**config.mk**
```make
export PLATFORM = sky130hd
export DESIGN_NAME = riff_wave_header_parser_top
export DESIGN_NICKNAME = d
export VERILOG_FILES = /design/src/rtl/rwhp_pkg.sv /design/src/rtl/rwhp_parser.sv /design/src/rtl/rwhp_out_reg.sv /design/src/rtl/riff_wave_header_parser_top.sv
export SDC_FILE = /design/constraint.sdc
export NUM_CORES = 1
export LEC_CHECK = 0
export ABC_CLOCK_PERIOD_IN_PS = 5800
export BUFFER_PORTS_ARGS = -buffer_cell sky130_fd_sc_hd__buf_2
export CAP_MARGIN = 15
export CELL_PAD_IN_SITES_DETAIL_PLACEMENT = 1
export CELL_PAD_IN_SITES_GLOBAL_PLACEMENT = 2
export CORE_AREA = 2 2 205 207
export DETAILED_ROUTE_END_ITERATION = 7
export DIE_AREA = 0 0 207 209
export PLACE_DENSITY_LB_ADDON = 0.3
export SLEW_MARGIN = 40
export SYNTH_ARGS = -nofsm -noshare
export SYNTH_HDL_FRONTEND = slang
export SYNTH_HIERARCHICAL = 1
export SYNTH_SLANG_ARGS = --single-unit
```
**constraint.sdc**
```tcl
create_clock -name clk -period 5.8 [get_ports clk]
set_input_delay 0.29 -clock clk [delete_from_list [all_inputs] [get_ports clk]]
set_output_delay 0.29 -clock clk [all_outputs]
set_load 0.02 [all_outputs]
```
**src/rtl/rwhp_pkg.sv**
```systemverilog
// shared types and constants for the riff wave header parser
`timescale 1ns / 1ps

package rwhp_pkg;

    localparam logic [31:0] TAG_RIFF = 32'h5249_4646;
    localparam logic [31:0] TAG_WAVE = 32'h5741_5645;
    localparam logic [31:0] TAG_FMT  = 32'h666D_7420;
    localparam logic [31:0] TAG_DATA = 32'h6461_7461;

    localparam logic [31:0] FMT_CHUNK_LEN = 32'd16;
    localparam logic [31:0] TAG_BYTES     = 32'd4;

    localparam logic [1:0] ST_OK        = 2'd0;
    localparam logic [1:0] ST_INVALID   = 2'd1;
    localparam logic [1:0] ST_EARLY_END = 2'd2;

    typedef enum logic [7:0] {
        PH_IDLE      = 8'b0000_0001,
        PH_RIFF      = 8'b0000_0010,
        PH_FILELEN   = 8'b0000_0100,
        PH_WAVE      = 8'b0000_1000,
        PH_CHUNK_TAG = 8'b0001_0000,
        PH_CHUNK_LEN = 8'b0010_0000,
        PH_FMT_BODY  = 8'b0100_0000,
        PH_SKIP      = 8'b1000_0000
    } phase_t;

    typedef struct packed {
        logic [1:0]  status;
        logic [15:0] format_code;
        logic [15:0] channel_count;
        logic [31:0] samples_per_second;
        logic [15:0] bits_per_sample;
        logic [31:0] data_length;
    } result_t;

endpackage

```
**src/rtl/rwhp_parser.sv**
```systemverilog
// byte-step parse state machine with its field capture registers
`timescale 1ns / 1ps

module rwhp_parser
    import rwhp_pkg::*;
(
    input  logic        clk,
    input  logic        rst_n,
    input  logic        step,
    input  logic [7:0]  data_byte,
    input  logic        file_start,
    input  logic        stream_end,
    output logic        res_hit,
    output result_t     res
);

    phase_t      phase_reg, phase_next;
    logic [31:0] cnt_reg, cnt_next;
    logic [31:0] tag_reg, tag_next;
    logic [31:0] len_reg, len_next;
    logic [15:0] fmt_reg, fmt_next;
    logic [15:0] chan_reg, chan_next;
    logic [31:0] rate_reg, rate_next;
    logic [15:0] depth_reg, depth_next;

    always_comb
    begin
        phase_t      p;
        logic [31:0] c;
        logic [31:0] c_inc;

        // a file start restarts everything before the byte is used
        p          = file_start ? PH_RIFF : phase_reg;
        c          = file_start ? '0 : cnt_reg;
        tag_next   = file_start ? '0 : tag_reg;
        len_next   = file_start ? '0 : len_reg;
        fmt_next   = file_start ? '0 : fmt_reg;
        chan_next  = file_start ? '0 : chan_reg;
        rate_next  = file_start ? '0 : rate_reg;
        depth_next = file_start ? '0 : depth_reg;
        c_inc      = c + 32'd1;
        phase_next = p;
        cnt_next   = c;
        res_hit    = 1'b0;
        res        = '0;

        if (p == PH_IDLE)
        begin
            res_hit = 1'b0;
        end
        else if (stream_end)
        begin
            res_hit    = 1'b1;
            res.status = (p == PH_RIFF) ? ST_INVALID : ST_EARLY_END;
            phase_next = PH_IDLE;
            cnt_next   = '0;
        end
        else
        begin
            case (p)
                PH_RIFF, PH_WAVE, PH_CHUNK_TAG:
                begin
                    tag_next = {tag_next[23:0], data_byte};
                    cnt_next = c_inc;
                    if (c_inc >= TAG_BYTES)
                    begin
                        cnt_next = '0;
                        if (p == PH_RIFF)
                        begin
                            if (tag_next != TAG_RIFF)
                            begin
                                res_hit    = 1'b1;
                                res.status = ST_INVALID;
                                phase_next = PH_IDLE;
                            end
                            else
                            begin
                                phase_next = PH_FILELEN;
                            end
                        end
                        else if (p == PH_WAVE)
                        begin
                            if (tag_next != TAG_WAVE)
                            begin
                                res_hit    = 1'b1;
                                res.status = ST_INVALID;
                                phase_next = PH_IDLE;
                            end
                            else
                            begin
                                phase_next = PH_CHUNK_TAG;
                            end
                        end
                        else
                        begin
                            phase_next = PH_CHUNK_LEN;
                        end
                    end
                end
                PH_FILELEN:
                begin
                    cnt_next = c_inc;
                    if (c_inc >= TAG_BYTES)
                    begin
                        cnt_next   = '0;
                        phase_next = PH_WAVE;
                    end
                end
                PH_CHUNK_LEN:
                begin
                    // little-endian length, first byte ends up lowest
                    len_next = {data_byte, len_next[31:8]};
                    cnt_next = c_inc;
                    if (c_inc >= TAG_BYTES)
                    begin
                        cnt_next = '0;
                        if (tag_next == TAG_FMT)
                        begin
                            if (len_next != FMT_CHUNK_LEN)
                            begin
                                res_hit    = 1'b1;
                                res.status = ST_INVALID;
                                phase_next = PH_IDLE;
                            end
                            else
                            begin
                                phase_next = PH_FMT_BODY;
                            end
                        end
                        else if (tag_next == TAG_DATA)
                        begin
                            res_hit                = 1'b1;
                            res.status             = ST_OK;
                            res.format_code        = fmt_next;
                            res.channel_count      = chan_next;
                            res.samples_per_second = rate_next;
                            res.bits_per_sample    = depth_next;
                            res.data_length        = len_next;
                            phase_next             = PH_IDLE;
                        end
                        else if (len_next == '0)
                        begin
                            phase_next = PH_CHUNK_TAG;
                        end
                        else
                        begin
                            cnt_next   = len_next;
                            phase_next = PH_SKIP;
                        end
                    end
                end
                PH_FMT_BODY:
                begin
                    // byte rate and block align (bytes 8 to 13) are dropped
                    if (c < 32'd2)
                        fmt_next = {data_byte, fmt_next[15:8]};
                    else if (c < 32'd4)
                        chan_next = {data_byte, chan_next[15:8]};
                    else if (c < 32'd8)
                        rate_next = {data_byte, rate_next[31:8]};
                    else if (c >= 32'd14)
                        depth_next = {data_byte, depth_next[15:8]};
                    cnt_next = c_inc;
                    if (c_inc >= FMT_CHUNK_LEN)
                    begin
                        cnt_next   = '0;
                        phase_next = PH_CHUNK_TAG;
                    end
                end
                PH_SKIP:
                begin
                    if (c != '0)
                        cnt_next = c - 32'd1;
                    if (cnt_next == '0)
                        phase_next = PH_CHUNK_TAG;
                end
                default:
                begin
                    phase_next = PH_IDLE;
                    cnt_next   = '0;
                end
            endcase
        end
    end

    always_ff @(posedge clk or negedge rst_n)
    begin
        if (!rst_n)
        begin
            phase_reg <= PH_IDLE;
            cnt_reg   <= '0;
            tag_reg   <= '0;
            len_reg   <= '0;
            fmt_reg   <= '0;
            chan_reg  <= '0;
            rate_reg  <= '0;
            depth_reg <= '0;
        end
        else if (step)
        begin
            phase_reg <= phase_next;
            cnt_reg   <= cnt_next;
            tag_reg   <= tag_next;
            len_reg   <= len_next;
            fmt_reg   <= fmt_next;
            chan_reg  <= chan_next;
            rate_reg  <= rate_next;
            depth_reg <= depth_next;
        end
    end

endmodule

```
**src/rtl/rwhp_out_reg.sv**
```systemverilog
// result register that holds one result transaction until it is taken
`timescale 1ns / 1ps

module rwhp_out_reg
    import rwhp_pkg::*;
(
    input  logic    clk,
    input  logic    rst_n,
    input  logic    load,
    input  result_t res,
    input  logic    out_stall,
    output logic    out_valid,
    output result_t out_res
);

    logic    valid_reg, valid_next;
    result_t res_reg;

    always_comb
    begin
        valid_next = valid_reg;
        if (load)
            valid_next = 1'b1;
        else if (valid_reg && !out_stall)
            valid_next = 1'b0;
    end

    always_ff @(posedge clk or negedge rst_n)
    begin
        if (!rst_n)
            valid_reg <= 1'b0;
        else
            valid_reg <= valid_next;
    end

    always_ff @(posedge clk)
    begin
        if (load)
            res_reg <= res;
    end

    assign out_valid = valid_reg;
    assign out_res   = res_reg;

endmodule

```
**src/rtl/riff_wave_header_parser_top.sv**
```systemverilog
// top level of the riff wave header parser
//
// input channel: one file byte per transaction (data_byte), with file_start
// marking the first byte of a file and stream_end marking the end of the
// stream (no byte carried then). in_valid / in_stall handshake.
// output channel: at most one result transaction per file, with status and
// the captured fmt fields and data chunk length. out_valid / out_stall.
// throughput: one input byte per cycle while in_stall is low; each byte
// is one step of the parse state machine, its next state combinational.
// a result appears on the outputs in the cycle after the byte that
// completes the data chunk header, a bad tag or fmt length, or stream_end.
// while a result sits in the output register and the receiver stalls,
// in_stall is raised so no byte is lost; otherwise bytes keep flowing.
// after a result the parser drops bytes until the next file_start.
// reset: the parser waits for a file start and the output register is empty.
`timescale 1ns / 1ps

module riff_wave_header_parser_top
    import rwhp_pkg::*;
(
    input  logic        clk,
    input  logic        rst_n,
    input  logic        in_valid,
    output logic        in_stall,
    input  logic [7:0]  data_byte,
    input  logic        file_start,
    input  logic        stream_end,
    output logic        out_valid,
    input  logic        out_stall,
    output logic [1:0]  status,
    output logic [15:0] format_code,
    output logic [15:0] channel_count,
    output logic [31:0] samples_per_second,
    output logic [15:0] bits_per_sample,
    output logic [31:0] data_length
);

    logic    step;
    logic    res_hit;
    result_t res;
    result_t out_res;

    assign in_stall = out_valid && out_stall;
    assign step     = in_valid && !in_stall;

    rwhp_parser u_parser (
        .clk        (clk),
        .rst_n      (rst_n),
        .step       (step),
        .data_byte  (data_byte),
        .file_start (file_start),
        .stream_end (stream_end),
        .res_hit    (res_hit),
        .res        (res)
    );

    rwhp_out_reg u_out (
        .clk       (clk),
        .rst_n     (rst_n),
        .load      (step && res_hit),
        .res       (res),
        .out_stall (out_stall),
        .out_valid (out_valid),
        .out_res   (out_res)
    );

    assign status             = out_res.status;
    assign format_code        = out_res.format_code;
    assign channel_count      = out_res.channel_count;
    assign samples_per_second = out_res.samples_per_second;
    assign bits_per_sample    = out_res.bits_per_sample;
    assign data_length        = out_res.data_length;

endmodule

```
==> flow_metrics.env <==
export IMPL_status="complete, no violations"
export IMPL_post_route_period_util_pct=82.11
export IMPL_synth_edf_count=114
export IMPL_holdPathStages=2
export IMPL_ir_drop_mv=0.1840
export IMPL_core_area_um2=41290
export IMPL_avgSynthCellArea_um2=10.70
export IMPL_wl_per_cell_um=24.59
export IMPL_worstSetupStartpointType="flop"
export IMPL_row_count=75
export IMPL_use_met1_pct=30.90
export IMPL_grt_pass1_wl_um=76430
export IMPL_tightest_slew_ps=834.1
export IMPL_rsz0062_at_grt="false"
export IMPL_grt_pass1_vias=12180
export IMPL_nNetsFinal=1448
export IMPL_async_flop_share_pct=60.82
export IMPL_synthCells=1369
export IMPL_worst_path_max_fanout=54
export IMPL_cp_data_required_time_ps=6010
export IMPL_area_growth_pct=15.00
export IMPL_yosysWarnings=6
export IMPL_track_usage_pct=22.36
export IMPL_clockBufferDepth=3
export IMPL_clk_latency_ps=570
export IMPL_drc=0
export IMPL_fmax_mhz=210.0
export IMPL_setup_violations=0
export IMPL_cts_buffers_inserted=31
export IMPL_p_per_area_nw_per_um2=298.3
export IMPL_dieArea_um2=43260
export IMPL_start_util_pct=35.48
export IMPL_cts_tree="yes"
export IMPL_drt_iter0_markers=858
export IMPL_fp_dieH_um=209
export IMPL_worstPathArrival_ps=4970
export IMPL_largest_reg_flops=114
export IMPL_tns_ps=0
export IMPL_yosysUniqueCellTypes=82
export IMPL_grt_max_degree=113
export IMPL_cp_end_kind="flop"
export IMPL_maxSlewViolCount=0
export IMPL_gp_congestion=0.8989
export IMPL_globalRouteMet2Util_pct=36.08
export IMPL_grtUsageMet3_pct=2.840
export IMPL_clk_pin_slew_ps=60
export IMPL_hpwlAfterDp_um=32510
export IMPL_fin_skew_ps=23.59
export IMPL_cts_sink_count=291
export IMPL_layout_min_cycle_time_ps=4763
export IMPL_path_class="flop to flop"
export IMPL_syn_nets=1384
export IMPL_drive_gt1_share_pct=16.95
export IMPL_cts_root_buffer="clkbuf_16"
export IMPL_syn_area_um2=14650
export IMPL_fill_cells=4520
export IMPL_overflow=0
export IMPL_vias_per_cell=6.010
export IMPL_vias=12000
export IMPL_diodes=0
export IMPL_slew_headroom_pct=44.39
export IMPL_ant_nets=0
export IMPL_antenna_found_initial=0
export IMPL_power_leakage_nw=6.543
export IMPL_synth_ff_type="dfrtp_1"
export IMPL_power_mw=5.026
export IMPL_finalHoldViolCount=0
export IMPL_chipWidth_um=207
export IMPL_top_usage_layer="met2"
export IMPL_maxCapViolations=0
export IMPL_wirelength_um=49070
export IMPL_drt_pass1_iter_count=5
export IMPL_portBuffers=129
export IMPL_hold_class="input port to flop"
export IMPL_htree_levels=1
export IMPL_synth_area_leaders="dfrtp_1 30%, edfxtp_1 23%, a22oi_1 5.8%"
export IMPL_synth_seq_cells=291
export IMPL_reg2reg_depth=10
export IMPL_synth_seq_area_share_pct=53.60
export IMPL_synth_top_area_share_pct=30.06
export IMPL_io_pins=130
export IMPL_synth_top_cell_by_area="dfrtp_1"
path summary, 6_finish.rpt:
path | from | endpoint | slack (ps)
worst max register to register | u_parser/cnt_reg[2] | u_out/out_res[6] | 1040
worst max-delay path | u_parser/cnt_reg[2] | u_out/out_res[6] | 1040
worst min register to register | u_parser/depth_reg[7] | u_parser/depth_reg[7] | 510
min in group asynchronous | rst_n | u_parser/fmt_reg[8] | 340
max in group asynchronous | rst_n | u_parser/cnt_reg[25] | 4290
worst min-delay path | stream_end | u_out/out_res[112] | 180
metal layers:
layer	wire, um	vias up
li1	-	5384
met1	21960	6182
met3	2185	82
met4	1741	0
met2	23180	347
met5	0	-
final cells by class:
type	count	area, um^2	area share [%]
Clock buffer	34	787.0	4.671
Clock inverter	23	289.0	1.715
Inverter	17	65.06	0.3861
Multi-Input combinational cell	933	6269	37.20
Sequential cell	291	7854	46.61
Tap cell	539	674.4	4.002
Timing Repair Buffer	159	912.1	5.413
cells in the final DEF (no fill, tap or decap), types with 10 or more instances in the layout:
| master | n |
|---|---|
| buf_4 | 26 |
| a22oi_1 | 113 |
| o21ai_1 | 14 |
| a21oi_1 | 26 |
| dfrtp_1 | 176 |
| o21ai_0 | 51 |
| nor2_1 | 71 |
| nand2_1 | 85 |
| nor4_1 | 29 |
| xnor2_1 | 13 |
| or3_1 | 10 |
| a22o_1 | 44 |
| nand3_1 | 27 |
| a31oi_1 | 13 |
| buf_2 | 127 |
| clkbuf_16 | 31 |
| nor3_1 | 20 |
| o2bb2ai_1 | 88 |
| edfxtp_1 | 114 |
| or4_1 | 12 |
| and2_1 | 112 |
| inv_1 | 14 |
| nand4_1 | 18 |
| mux2i_1 | 11 |
| and3_1 | 13 |
worst max-delay path, stage by stage (launching register included):
cell	delay, ps
dfrtp_1	740
nand4_1	360
nor4_2	680
a211oi_1	170
a21oi_1	160
o21ai_1	160
and4_2	450
nor3_1	290
o31a_1	150
and2_4	610
buf_4	530
what timing repair did:
item / in CTS / in global routing
hold buffers: 2 / 0
endpoints found under the hold margin: 66 / 0
buffers inserted: 0 / 0
gates resized for setup: 0 / 0
cells in the mapped netlist (27+ instances only):
cell,n
dfrtp_1,176
edfxtp_1,114
a22oi_1,113
and2_1,113
clkbuf_1,92
o2bb2ai_1,88
nand2_1,85
nor2_1,76
o21ai_0,51
a22o_1,44
nor4_1,32
a21oi_1,27
nand3_1,27
kinds of logic (layout without fill, tap and decap cells):
logic type                 after synthesis  count (layout)  synth area share [%]
and+or+nand+nor                        466             466                 17.95
buffers and inverters                  145             233                 4.039
AOI/OAI and AO/OA                      439             439                 22.61
muxes                                   11              11                0.7515
xor gates and xnor gates                16              16                0.9565
adders and majority gates                1               1               0.08538
DFF                                    291             291                 53.60
per-stage QoR:
| stage | worst slack [ps] | hold slack, ps | instance area, um^2 | utilization (%) | std cells |
|---|---|---|---|---|---|
| 6_report | 1037 | 181.3 | 16850 | 40.81 | 1996 |
| 5_1_grt | 689.1 | 182.4 | 16850 | 40.81 | 1996 |
| 4_1_cts | 1107 | 159.8 | 16840 | 40.79 | 1996 |
| 3_5_place_dp | 1111 | 333.2 | 15750 | 38.14 | 1937 |
| 3_3_place_gp | 1304 | 333.4 | 15680 | 37.97 | 1936 |
| 2_1_floorplan | 196.7 | -5.591 | 14650 | - | 1369 |
report_power, final:
part / total, mW / internal, mW / switching (mW)
Sequential: 2.36 / 2.25 / 0.107
Combinational: 0.559 / 0.183 / 0.377
Clock: 2.11 / 1.25 / 0.855
Note: power is estimated with default switching activity, not from simulation.
